### src/design/dad_pkg.sv
// ----------------------------------------------------------------------------
// dad_pkg: shared types and calendar functions for the date adder
// Control word and status types for the sequencer, and the month tables.
// ----------------------------------------------------------------------------
`default_nettype none

package dad_pkg;

  localparam int unsigned PC_W = 4;

  localparam logic [3:0]  JAN        = 4'd1;
  localparam logic [3:0]  FEB        = 4'd2;
  localparam logic [3:0]  MAR        = 4'd3;
  localparam logic [3:0]  DEC        = 4'd12;
  localparam logic [4:0]  DAYS_31    = 5'd31;
  localparam logic [8:0]  CYCLE_400  = 9'd400;
  localparam logic [13:0] CYCLE_400W = 14'd400;
  localparam logic [15:0] YEAR_SPAN  = 16'd365;
  localparam logic [8:0]  YEAR_DAYS  = 9'd365;

  typedef enum logic [2:0] {
    OP_IDLE,
    OP_MOD,
    OP_CLAMP,
    OP_YEAR,
    OP_LEFT,
    OP_YEND,
    OP_MONTH,
    OP_FINISH
  } op_t;

  typedef enum logic [2:0] {
    COND_NONE,
    COND_NO_INPUT,
    COND_YEAR,
    COND_MONTH,
    COND_OUT_BUSY
  } cond_t;

  typedef struct packed {
    op_t             op;
    logic [2:0]      k;
    cond_t           cond;
    logic [PC_W-1:0] target;
    logic            last;
  } ctl_t;

  typedef struct packed {
    logic no_input;
    logic year_more;
    logic month_more;
    logic out_busy;
  } stat_t;

  // r is the year modulo 400
  function automatic logic is_leap(input logic [8:0] r);
    logic lp;
    if (r == 9'd0) begin
      lp = 1'b1;
    end else if (r == 9'd100 || r == 9'd200 || r == 9'd300) begin
      lp = 1'b0;
    end else begin
      lp = (r[1:0] == 2'b00);
    end
    return lp;
  endfunction

  function automatic logic [8:0] r_inc(input logic [8:0] r);
    return (r == CYCLE_400 - 9'd1) ? 9'd0 : r + 9'd1;
  endfunction

  function automatic logic [4:0] month_len(input logic [3:0] m, input logic lp);
    logic [4:0] len;
    case (m)
      4'd2:    len = lp ? 5'd29 : 5'd28;
      4'd4:    len = 5'd30;
      4'd6:    len = 5'd30;
      4'd9:    len = 5'd30;
      4'd11:   len = 5'd30;
      default: len = 5'd31;
    endcase
    return len;
  endfunction

  // days of a common year before the first of month m
  function automatic logic [8:0] days_before(input logic [3:0] m);
    logic [8:0] db;
    case (m)
      4'd2:    db = 9'd31;
      4'd3:    db = 9'd59;
      4'd4:    db = 9'd90;
      4'd5:    db = 9'd120;
      4'd6:    db = 9'd151;
      4'd7:    db = 9'd181;
      4'd8:    db = 9'd212;
      4'd9:    db = 9'd243;
      4'd10:   db = 9'd273;
      4'd11:   db = 9'd304;
      4'd12:   db = 9'd334;
      default: db = 9'd0;
    endcase
    return db;
  endfunction

endpackage

`default_nettype wire

### src/design/dad_ucode.sv
// ----------------------------------------------------------------------------
// dad_ucode: program counter and control store
// Steps through the fixed program; a step repeats while its condition holds.
// ----------------------------------------------------------------------------
`default_nettype none

module dad_ucode (
  input  wire            clk,
  input  wire            rst,
  input  dad_pkg::stat_t stat,
  output dad_pkg::ctl_t  ctl
);
  import dad_pkg::*;

  logic [PC_W-1:0] pc;
  logic [PC_W-1:0] pc_next;
  logic            rep;

  function automatic ctl_t rom_word(input logic [PC_W-1:0] a);
    ctl_t w;
    case (a)
      4'd0:    w = '{OP_IDLE,   3'd0, COND_NO_INPUT, 4'd0,  1'b0};
      4'd1:    w = '{OP_MOD,    3'd5, COND_NONE,     4'd0,  1'b0};
      4'd2:    w = '{OP_MOD,    3'd4, COND_NONE,     4'd0,  1'b0};
      4'd3:    w = '{OP_MOD,    3'd3, COND_NONE,     4'd0,  1'b0};
      4'd4:    w = '{OP_MOD,    3'd2, COND_NONE,     4'd0,  1'b0};
      4'd5:    w = '{OP_MOD,    3'd1, COND_NONE,     4'd0,  1'b0};
      4'd6:    w = '{OP_MOD,    3'd0, COND_NONE,     4'd0,  1'b0};
      4'd7:    w = '{OP_CLAMP,  3'd0, COND_NONE,     4'd0,  1'b0};
      4'd8:    w = '{OP_YEAR,   3'd0, COND_YEAR,     4'd8,  1'b0};
      4'd9:    w = '{OP_LEFT,   3'd0, COND_NONE,     4'd0,  1'b0};
      4'd10:   w = '{OP_YEND,   3'd0, COND_NONE,     4'd0,  1'b0};
      4'd11:   w = '{OP_MONTH,  3'd0, COND_MONTH,    4'd11, 1'b0};
      4'd12:   w = '{OP_FINISH, 3'd0, COND_OUT_BUSY, 4'd12, 1'b1};
      default: w = '{OP_IDLE,   3'd0, COND_NO_INPUT, 4'd0,  1'b1};
    endcase
    return w;
  endfunction

  assign ctl = rom_word(pc);

  always_comb begin
    case (ctl.cond)
      COND_NO_INPUT: rep = stat.no_input;
      COND_YEAR:     rep = stat.year_more;
      COND_MONTH:    rep = stat.month_more;
      COND_OUT_BUSY: rep = stat.out_busy;
      default:       rep = 1'b0;
    endcase
    if (rep) begin
      pc_next = ctl.target;
    end else if (ctl.last) begin
      pc_next = '0;
    end else begin
      pc_next = pc + 4'd1;
    end
  end

  always_ff @(posedge clk) begin
    if (rst) begin
      pc <= '0;
    end else begin
      pc <= pc_next;
    end
  end

endmodule

`default_nettype wire

### src/design/dad_datapath.sv
// ----------------------------------------------------------------------------
// dad_datapath: date registers and step arithmetic
// Executes one control word per cycle and holds the result register.
// ----------------------------------------------------------------------------
`default_nettype none

module dad_datapath (
  input  wire            clk,
  input  wire            rst,
  input  dad_pkg::ctl_t  ctl,
  input  wire            in_valid,
  input  wire  [13:0]    in_year,
  input  wire  [3:0]     in_month,
  input  wire  [4:0]     in_day,
  input  wire  [15:0]    in_offset,
  input  wire            out_ready,
  output dad_pkg::stat_t stat,
  output logic           out_valid,
  output logic [13:0]    out_year,
  output logic [3:0]     out_month,
  output logic [4:0]     out_day
);
  import dad_pkg::*;

  logic [13:0] y;
  logic [13:0] r;
  logic [3:0]  m;
  logic [4:0]  d;
  logic [15:0] n;
  logic [8:0]  left;

  logic        lp0;
  logic        lp1;
  logic [8:0]  r_up;
  logic [4:0]  mlen;
  logic [4:0]  gap;
  logic [13:0] modk;
  logic [8:0]  doy;

  assign lp0  = is_leap(r[8:0]);
  assign r_up = r_inc(r[8:0]);
  assign lp1  = is_leap(r_up);
  assign mlen = month_len(m, lp0);
  assign gap  = mlen - d;
  assign modk = CYCLE_400W << ctl.k;
  assign doy  = days_before(m) + {4'd0, d} + {8'd0, lp0 && (m > FEB)};

  assign stat.no_input   = !in_valid;
  assign stat.year_more  = (n >= YEAR_SPAN);
  assign stat.month_more = (m < DEC) && ({11'd0, gap} < n);
  assign stat.out_busy   = out_valid && !out_ready;

  always_ff @(posedge clk) begin
    case (ctl.op)
      OP_IDLE: begin
        if (in_valid) begin
          y <= in_year;
          r <= in_year;
          n <= in_offset;
          if (in_month == 4'd0) begin
            m <= JAN;
          end else if (in_month > DEC) begin
            m <= DEC;
          end else begin
            m <= in_month;
          end
          d <= (in_day == 5'd0) ? 5'd1 : in_day;
        end
      end
      OP_MOD: begin
        if (r >= modk) begin
          r <= r - modk;
        end
      end
      OP_CLAMP: begin
        if (d > mlen) begin
          d <= mlen;
        end
      end
      OP_YEAR: begin
        if (stat.year_more) begin
          n <= n - YEAR_SPAN;
          if (lp0 && (m < MAR)) begin
            if (d > 5'd1) begin
              y <= y + 14'd1;
              r <= {5'd0, r_up};
              d <= d - 5'd1;
            end else if (m == JAN) begin
              m <= DEC;
              d <= DAYS_31;
            end else begin
              y <= y + 14'd1;
              r <= {5'd0, r_up};
              m <= JAN;
              d <= DAYS_31;
            end
          end else if (!lp0 && lp1 && (m >= MAR)) begin
            y <= y + 14'd1;
            r <= {5'd0, r_up};
            if (d > 5'd1) begin
              d <= d - 5'd1;
            end else begin
              m <= m - 4'd1;
              d <= month_len(m - 4'd1, lp1);
            end
          end else begin
            y <= y + 14'd1;
            r <= {5'd0, r_up};
          end
        end
      end
      OP_LEFT: begin
        left <= YEAR_DAYS + {8'd0, lp0} - doy;
      end
      OP_YEND: begin
        if ({7'd0, left} < n) begin
          n <= n - {7'd0, left} - 16'd1;
          y <= y + 14'd1;
          r <= {5'd0, r_up};
          m <= JAN;
          d <= 5'd1;
        end
      end
      OP_MONTH: begin
        if (stat.month_more) begin
          n <= n - {11'd0, gap} - 16'd1;
          m <= m + 4'd1;
          d <= 5'd1;
        end
      end
      OP_FINISH: begin
        if (!stat.out_busy) begin
          out_year  <= y;
          out_month <= m;
          out_day   <= d + n[4:0];
        end
      end
      default: begin
      end
    endcase
  end

  always_ff @(posedge clk) begin
    if (rst) begin
      out_valid <= 1'b0;
    end else if (ctl.op == OP_FINISH && !stat.out_busy) begin
      out_valid <= 1'b1;
    end else if (out_ready) begin
      out_valid <= 1'b0;
    end
  end

endmodule

`default_nettype wire

### src/design/date_add_days.sv
// ----------------------------------------------------------------------------
// date_add_days: Gregorian date plus a day offset
// Adds a non-negative number of days to a start date.
// ----------------------------------------------------------------------------
// Input stream (s_*): one item is a start date and a day offset. Output
// stream (m_*): one item, the resulting date, per input item.
// The block works on one item at a time. s_tready is high only while the
// sequencer waits at its first step. After acceptance it reduces the year
// modulo 400 and limits the day to the month, repeats its year step for
// each whole 365-day span (offset / 365, at most 179) and leaves that loop,
// works out the days left in the year and crosses the year end, repeats
// its month step for each month crossed (at most 11) and leaves that loop,
// and then loads the result register. Acceptance returns in the cycle after
// the result register loads.
// The result register holds while m_tready is low, and the next item may
// be accepted and worked on meanwhile; it then waits at its last step.
// Reset (rst, synchronous) returns the sequencer to its first step and
// empties the result register.
// ----------------------------------------------------------------------------
`default_nettype none

module date_add_days (
  input  wire         clk,
  input  wire         rst,
  input  wire         s_tvalid,
  output logic        s_tready,
  // start_year[13:0], start_month[17:14], start_day[22:18], day_offset[38:23]
  input  wire  [39:0] s_tdata,
  output logic        m_tvalid,
  input  wire         m_tready,
  // end_year[13:0], end_month[17:14], end_day[22:18]
  output logic [23:0] m_tdata
);
  import dad_pkg::*;

  ctl_t        ctl;
  stat_t       stat;
  logic [13:0] end_year;
  logic [3:0]  end_month;
  logic [4:0]  end_day;

  dad_ucode u_ucode (
    .clk  (clk),
    .rst  (rst),
    .stat (stat),
    .ctl  (ctl)
  );

  dad_datapath u_datapath (
    .clk       (clk),
    .rst       (rst),
    .ctl       (ctl),
    .in_valid  (s_tvalid),
    .in_year   (s_tdata[13:0]),
    .in_month  (s_tdata[17:14]),
    .in_day    (s_tdata[22:18]),
    .in_offset (s_tdata[38:23]),
    .out_ready (m_tready),
    .stat      (stat),
    .out_valid (m_tvalid),
    .out_year  (end_year),
    .out_month (end_month),
    .out_day   (end_day)
  );

  assign s_tready = (ctl.op == OP_IDLE);
  assign m_tdata  = {1'b0, end_day, end_month, end_year};

endmodule

`default_nettype wire

### config.mk
export PLATFORM = sky130hd
export DESIGN_NAME = date_add_days
export DESIGN_NICKNAME = d
export VERILOG_FILES = /design/src/design/dad_pkg.sv /design/src/design/dad_ucode.sv /design/src/design/dad_datapath.sv /design/src/design/date_add_days.sv
export SDC_FILE = /design/constraint.sdc
export NUM_CORES = 1
export LEC_CHECK = 0
export ABC_AREA = 0
export BUFFER_PORTS_ARGS = -buffer_cell sky130_fd_sc_hd__buf_4
export CAP_MARGIN = 40
export CORE_MARGIN = 5
export CORE_UTILIZATION = 66
export CTS_CLUSTER_SIZE = 40
export DETAILED_ROUTE_END_ITERATION = 12
export HOLD_SLACK_MARGIN = 0.06
export PLACE_DENSITY_LB_ADDON = 0.1
export SLEW_MARGIN = 20
export SYNTH_ARGS = -nofsm -noshare
export SYNTH_HDL_FRONTEND = slang
export SYNTH_SLANG_ARGS = --single-unit
### constraint.sdc
create_clock -name clk -period 7.65 [get_ports clk]
set_clock_uncertainty 0.05 [all_clocks]
set_input_delay 0.765 -clock clk [delete_from_list [all_inputs] [get_ports clk]]
set_output_delay 0.765 -clock clk [all_outputs]
set_load 0.005 [all_outputs]
==> Word-level counts from Yosys, hierarchy flattened <==
Memory sizes are Yosys's and may differ from the RTL's. A register that Yosys moved wholly into a read port is not among the register bits.
Cells that the tools add are included.
{ "op_classes": {"n_addsub": 18, "order_cmp": 11, "eq_ne": 38, "shift": 1, "mux": 58, "bitwise": 1, "n_reduce_logical": 35} }
{ "ops": {"columns": ["cell", "n"], "rows": [
  ["2-to-1 mux 14 bit", 12],
  ["2-to-1 mux 16 bit", 4],
  ["one-hot mux 16 bit (4 select lines)", 1],
  ["2-to-1 mux 4 bit", 15],
  ["one-hot mux 14 bit (4 select lines)", 1],
  ["2-to-1 mux 5 bit", 10],
  ["one-hot mux 14 bit (3 select lines)", 1],
  ["subtractor 16 x 1 -> 16 bit (second input constant)", 2],
  ["== test 9 bit (second input constant)", 3],
  ["one-hot mux 5 bit (5 select lines)", 1],
  ["one-hot mux 5 bit (2 select lines)", 2],
  ["== test 9 x 7 -> 1 bit (second input constant)", 2],
  ["== test 9 x 8 -> 1 bit (second input constant)", 2],
  ["logical NOT 9 bit", 2],
  ["== test 4 x 3 -> 1 bit (second input constant)", 4],
  ["== test 4 bit (second input constant)", 4],
  ["greater-or-equal comparator 16 x 9 -> 1 bit (second input constant)", 1],
  ["< comparator 5 x 16 -> 1 bit", 1],
  ["< comparator 9 x 16 -> 1 bit", 1],
  ["one-hot mux 4 bit (4 select lines)", 1],
  ["subtractor 16 x 5 -> 16 bit", 1],
  ["subtractor 16 x 9 -> 16 bit", 1],
  ["subtractor 16 x 9 -> 16 bit (second input constant)", 1],
  ["== test 3 bit (second input constant)", 5],
  ["49 further kinds", 84]
]} }
{ "totals": {"register_bits": 90, "rom_bits": 368, "inputBits": 44, "out_inout_bits": 26, "memories": 2} }
{ "mem_list": {"columns": ["name", "words", "word_bits", "rd", "rd_clocked_by_memory_dff", "write_ports", "line", "source"], "rows": [
  ["(name not given)", 16, 14, 1, 1, 0, "dad_ucode.sv:21", "case (a)"],
  ["(name not given)", 16, 9, 1, 1, 0, "dad_pkg.sv:88", "case (m)"]
]} }

==> Longest topological paths before layout <==
{ "depth": {"ltp_word": 14, "ltp_mapped": 26, "depth_no_buf": 26} }

==> Cells and area by module <==
From an unflattened synthesis, not the netlist that was laid out.
{ "hier_totals": {"hier_cells": 970, "hier_area_um2": 8886.0} }
{ "by_module_without_submodules": {"columns": ["mod", "n_inst", "cells_per_inst", "area_each_um2", "seq_area_each_um2"], "rows": [
  ["dad_datapath", 1, 890, 8092.8, 2752.6],
  ["dad_ucode", 1, 77, 772.0, 320.3],
  ["date_add_days", 1, 3, 21.3, 0.0]
]} }

==> Worst setup path after synthesis <==
No wires, ideal clock.
{ "synth_timing": {"path_type": "register to register", "startpoint": "register u_datapath.r[5]", "endpoint": "register u_datapath.n[13], data pin", "setup_time_ns": 0.272, "arrival_ns": 4.713, "required_ns": 7.328, "slack_ns": 2.615, "path_stages_with_launch": 20, "path_buffers": 1, "synth_period_minus_slack_ns": 5.035, "path_cell_list": "edfxtp_1 -> buf_6 -> or3b_4 -> o31ai_1 -> and2b_4 -> o21ai_0 -> nand2_1 -> o31ai_1 -> ha_1 -> fa_1 -> inv_1 -> ha_1 -> a21o_1 -> a21oi_1 -> o21bai_1 -> a2111oi_1 -> nor2b_1 -> xnor2_1 -> a21oi_1 -> or4_1"} }
{ "synth_between": {"elab_chain_len": 12, "word_cells_on_any_way": 15, "cone_classes": "add/sub (3); eq/ne (3); mux (6); reduce/logical (3)"} }
{ "synth_rtl": {"columns": ["element", "line", "source"], "rows": [
  ["start, declared", "dad_datapath.sv:26", "logic [13:0] r;"],
  ["start signal, assigned", "dad_datapath.sv:58", "r <= in_year;"],
  ["start signal, assigned", "dad_datapath.sv:72", "r <= r - modk;"],
  ["start signal, assigned", "dad_datapath.sv:86", "r <= {5'd0, r_up};"],
  ["== test 9 x 7 -> 1 bit or == test 9 x 8 -> 1 bit (tied branches)", "dad_pkg.sv:60", "end else if (r == 9'd100 || r == 9'd200 || r == 9'd300) begin"],
  ["logical OR 1 bit (2 in a row)", "dad_pkg.sv:60", null],
  ["2-to-1 mux 1 bit", "dad_pkg.sv:60", null],
  ["2-to-1 mux 1 bit *", "dad_pkg.sv:58", "if (r == 9'd0) begin"],
  ["2-to-1 mux 1 bit *", "dad_pkg.sv:75", "4'd2: len = lp ? 5'd29 : 5'd28;"],
  ["one-hot mux 5 bit (2 select lines) *", "dad_pkg.sv:74", "case (m)"],
  ["subtractor 5 bit *", "dad_datapath.sv:44", "assign gap = mlen - d;"],
  ["subtractor 16 x 5 -> 16 bit *", "dad_datapath.sv:126", "n <= n - {11'd0, gap} - 16'd1;"],
  ["subtractor 16 x 1 -> 16 bit *", "dad_datapath.sv:126", null],
  ["2-to-1 mux 16 bit *", "dad_datapath.sv:125", "if (stat.month_more) begin"],
  ["one-hot mux 16 bit (4 select lines) *", "dad_datapath.sv:54", "case (ctl.op)"],
  ["end signal, assigned", "dad_datapath.sv:59", "n <= in_offset;"],
  ["end signal, assigned", "dad_datapath.sv:117", "n <= n - {7'd0, left} - 16'd1;"],
  ["end signal, assigned", "dad_datapath.sv:126", null],
  ["end, declared", "dad_datapath.sv:29", "logic [15:0] n;"]
]} }
Every way passes the cells marked *; elsewhere a longest branch is shown, timed or not. The select of a mux whose other input is x is not followed.
A chain may end at the register's enable or synchronous reset.

==> Worst setup path after layout <==
{ "layout_timing": {"startpoint": "register u_datapath.r[3]", "endpoint": "register, netlist name u_ucode.ctl[12]"} }
{ "layout_between": {"elab_chain_len": 13, "word_cells_on_any_way": 16, "cone_classes": "add/sub (1); order compare (1); eq/ne (3); mux (7); reduce/logical (4)"} }
{ "layout_rtl": {"columns": ["element", "line", "source"], "rows": [
  ["== test 9 x 7 -> 1 bit or == test 9 x 8 -> 1 bit (tied branches)", "dad_pkg.sv:60", null],
  ["logical OR 1 bit (2 in a row)", "dad_pkg.sv:60", null],
  ["2-to-1 mux 1 bit", "dad_pkg.sv:60", null],
  ["2-to-1 mux 1 bit *", "dad_pkg.sv:58", null],
  ["2-to-1 mux 1 bit *", "dad_pkg.sv:75", null],
  ["one-hot mux 5 bit (2 select lines) *", "dad_pkg.sv:74", null],
  ["subtractor 5 bit *", "dad_datapath.sv:44", null],
  ["< comparator 5 x 16 -> 1 bit *", "dad_datapath.sv:50", "assign stat.month_more = (m < DEC) && ({11'd0, gap} < n);"],
  ["logical AND 1 bit *", "dad_datapath.sv:50", null],
  ["one-hot mux 1 bit (4 select lines) *", "dad_ucode.sv:43", "case (ctl.cond)"],
  ["2-to-1 mux 4 bit *", "dad_ucode.sv:50", "if (rep) begin"],
  ["2-to-1 mux 4 bit (no line) *", null, null]
]} }
Every way passes the cells marked *; elsewhere a longest branch is shown, timed or not.

==> impl_metrics.env <==
export IMPL_vias=7246
export IMPL_drive_gt1_share_pct=12.3
export IMPL_yosys_area_top_type_share_pct=29.9
export IMPL_dpl_worst_slack_ns=1.79
export IMPL_fin_crit_ns=5.97
export IMPL_antenna_found_initial=0
export IMPL_irDropWorstVdd_mv=0.159
export IMPL_root_buffer="clkbuf_16"
export IMPL_synth_top_flop_cell="edfxtp_1"
export IMPL_fmax_ghz=0.167
export IMPL_holdWs_ns=0.441
export IMPL_worst_setup_path_start_kind="flip-flop"
export IMPL_hold_violations=0
export IMPL_cp_max_fo=12
export IMPL_n_antenna_cell=0
export IMPL_area_growth_pct=11.0
export IMPL_h_tree_depth=3
export IMPL_avgRoutedWirePerCell_um=18.6
export IMPL_ys_types=85
export IMPL_firstDrtPassIters=7
export IMPL_fillers=935
export IMPL_clock_sinks=111
export IMPL_dieArea_mm2=0.0153
export IMPL_ios=70
export IMPL_routed_top_layer="met4"
export IMPL_yosys_warnings=0
export IMPL_hp_class="flip-flop to flip-flop"
export IMPL_async_flop_share_pct=0
export IMPL_antenna_left=0
export IMPL_ys_seq_area_share_pct=36.0
export IMPL_placementRows=41
export IMPL_critPathArrivalTime_ns=6.18
export IMPL_grt_pass1_vias=6916
export IMPL_die_y_um=124
export IMPL_grt_overflow=0
export IMPL_portBuffers=67
export IMPL_rrSetupSlack_ns=1.68
export IMPL_syn_nets=1073
export IMPL_rsz0062_at_grt="false"
export IMPL_wl_met2_mm=9.95
export IMPL_cp_end_kind="flip-flop"
export IMPL_worst_slew_pin_slew_ns=0.799
export IMPL_wl_mm=21.6
export IMPL_status="complete, no violations"
export IMPL_met3_length_mm=2.03
export IMPL_max_cap_violations=0
export IMPL_cts_tree="yes"
export IMPL_power_density_mw_per_mm2=247
export IMPL_seqCellArea_mm2=0.00307
export IMPL_met1_length_mm=9.14
export IMPL_setup_tns_ns=0
export IMPL_period_share_pct=78.1
export IMPL_drc=0
export IMPL_dp_hpwl_mm=16.1
export IMPL_postCtsHoldBufs=0
export IMPL_final_nets=1127
export IMPL_setup_ws_ns=1.68
export IMPL_syn_area_per_cell_um2=9.18
export IMPL_setup_violations_final=0
export IMPL_clock_path_buffers=2
export IMPL_start_util_pct=67.4
export IMPL_required_ns=7.86
export IMPL_clock_latency_ns=0.36
export IMPL_viasPerCell=6.24
export IMPL_cts_clk_slew_worst_paths_ns=0.08
export IMPL_grtUsageTotal_pct=28.7
export IMPL_core_area_mm2=0.0127
export IMPL_postCtsSetupRepairBufs=0
export IMPL_slew_viol_final=0
export IMPL_cts_buffers=9
export IMPL_place_congestion=0.938
export IMPL_synth_area_leaders="edfxtp_1 30%, ha_1 13%, dfxtp_1 6.1%, nand2_1 4.2%, xnor2_1 4.0%"
export IMPL_synth_cells=931
export IMPL_multi_input_area_mm2=0.00503
export IMPL_synth_area_mm2=0.00854
export IMPL_p_leak_nw=3.94
export IMPL_critical_path_class="flip-flop to flip-flop"
export IMPL_slew_headroom_pct=45.2
export IMPL_die_w_um=124
export IMPL_grt_max_degree=40
export IMPL_grt_pass1_wl_mm=34.5
export IMPL_synth_area_leader_cell="edfxtp_1"
export IMPL_synth_seq_cells=111
export IMPL_cts_resized=0
export IMPL_synth_edf_count=85
export IMPL_drt_iter0_markers=831
[synthesized netlist by cell type (8+ instances only)]
library cell  count
xor2_1           30
nand2_1          95
clkbuf_1         24
ha_1             90
o21ai_1           9
nor2_1           66
fa_1              8
dfxtp_1          26
edfxtp_1         85
o211ai_1         12
a21oi_1          62
inv_1            73
nor2b_1           8
nor3_1           20
o21ai_0          62
nand2b_1         16
nand3_1          27
a21o_1           12
xnor2_1          39
o22ai_1           8
[cells in the final DEF (no fill, tap or decap), types with 5 or more instances in the layout]
| cell | n |
|---|---|
| nand2_1 | 95 |
| ha_1 | 90 |
| edfxtp_1 | 85 |
| buf_4 | 75 |
| inv_1 | 73 |
| nor2_1 | 65 |
| o21ai_0 | 62 |
| a21oi_1 | 62 |
| xnor2_1 | 39 |
| xor2_1 | 30 |
| nand3_1 | 27 |
| dfxtp_1 | 26 |
| nor3_1 | 20 |
| nand2b_1 | 16 |
| o211ai_1 | 12 |
| a21o_1 | 12 |
| clkbuf_16 | 9 |
| nor2b_1 | 8 |
| o21ai_1 | 8 |
| o22ai_1 | 8 |
| fa_1 | 8 |
| nand3b_1 | 7 |
| o31ai_1 | 7 |
| and3_1 | 7 |
| or3_1 | 7 |
| mux2i_1 | 7 |
| o21bai_1 | 6 |
| a221oi_1 | 6 |
| o21a_1 | 5 |
| o221ai_1 | 5 |
| a22oi_1 | 5 |
| a222oi_1 | 5 |
[area by class of cell]
| cell class | instances | area share [%] |
|---|---|---|
| Inverter | 77 | 3.07 |
| Timing Repair Buffer | 78 | 6.16 |
| Clock inverter | 6 | 0.660 |
| Clock buffer | 9 | 2.37 |
| Sequential cell | 111 | 32.4 |
| Tap cell | 172 | 2.27 |
| Multi-Input combinational cell | 708 | 53.1 |
[critical path, cell delays in order, from the launching register on]
cell and delay (ns):
edfxtp_1 0.57, or3b_4 0.45, o31ai_1 0.32, and2b_4 0.27, o21ai_0 0.16, nand2_1 0.07, o31ai_1 0.14, ha_1 0.26
fa_1 0.48, fa_1 0.47, nand2b_1 0.19, a21oi_1 0.13, o211ai_1 0.19, a21boi_0 0.33, o21ai_1 0.14, a21oi_2 0.27
mux2i_1 0.19, nor2_1 0.26, inv_1 0.11, ha_1 0.32, inv_1 0.06, mux2i_1 0.16, nor2_1 0.07, a31o_1 0.21
[final timing paths]
check	from	depth (start not counted)	endpoint
max	u_datapath.r[3]	23	u_ucode.ctl[12]
min	u_datapath.y[13]	0	u_datapath.out_year[13]
max reg2reg	u_datapath.r[3]	23	u_ucode.ctl[12]
min reg2reg	u_datapath.y[13]	0	u_datapath.out_year[13]
[flip-flops by register name, summed over array words and instances (netlist names), named ones only]
signal and cells:
u_datapath.r 14, u_datapath.out_year 14, u_datapath.left 9, u_datapath.out_valid 1, u_datapath.y 14, u_ucode.ctl 12, u_datapath.m 4, u_datapath.out_day 5
u_datapath.out_month 4, u_datapath.d 5, u_ucode.pc 4, u_datapath.n 16
[where the power goes]
group          internal, mW  switching (mW)  leakage, nW
Combinational         0.415           0.547         2.78
Clock                 0.228           0.241        0.135
Sequential            0.792           0.123         1.02
Total                  1.44           0.910         3.94
[logic make-up (layout without fill, tap and decap cells)]
| family | after synthesis | count (layout) | synth area share [%] |
|---|---|---|---|
| simple gates | 283 | 283 | 16.1 |
| xor+xnor | 69 | 69 | 7.07 |
| fa+ha+maj | 98 | 98 | 15.1 |
| other cells | 1 | 1 | 0.0439 |
| mux | 10 | 10 | 1.35 |
| flops | 111 | 111 | 36.0 |
| buf+inv | 112 | 170 | 5.35 |
| compound gates | 247 | 247 | 19.1 |
[routing by layer]
layer | global-route usage [%] | vias to the layer above
met4 | 9.41 | 0
met1 | 39.3 | 3410
met3 | 6.31 | 40
met5 | 0 | -
li1 | - | 3441
met2 | 45.5 | 355
[per-stage QoR]
step | area [µm²] | cells | power, mW | utilization, %
after global routing | 9480 | 1161 | 2.51 | 74.8
after CTS | 9480 | 1160 | 2.33 | 74.8
after detailed placement | 9190 | 1145 | 1.87 | 72.5
after global placement | 9170 | 1143 | 1.82 | 72.4
after floorplan | 8540 | 931 | 1.64 | -
final | 9480 | 1161 | 2.35 | 74.8
(Power assumes the default switching activity.)
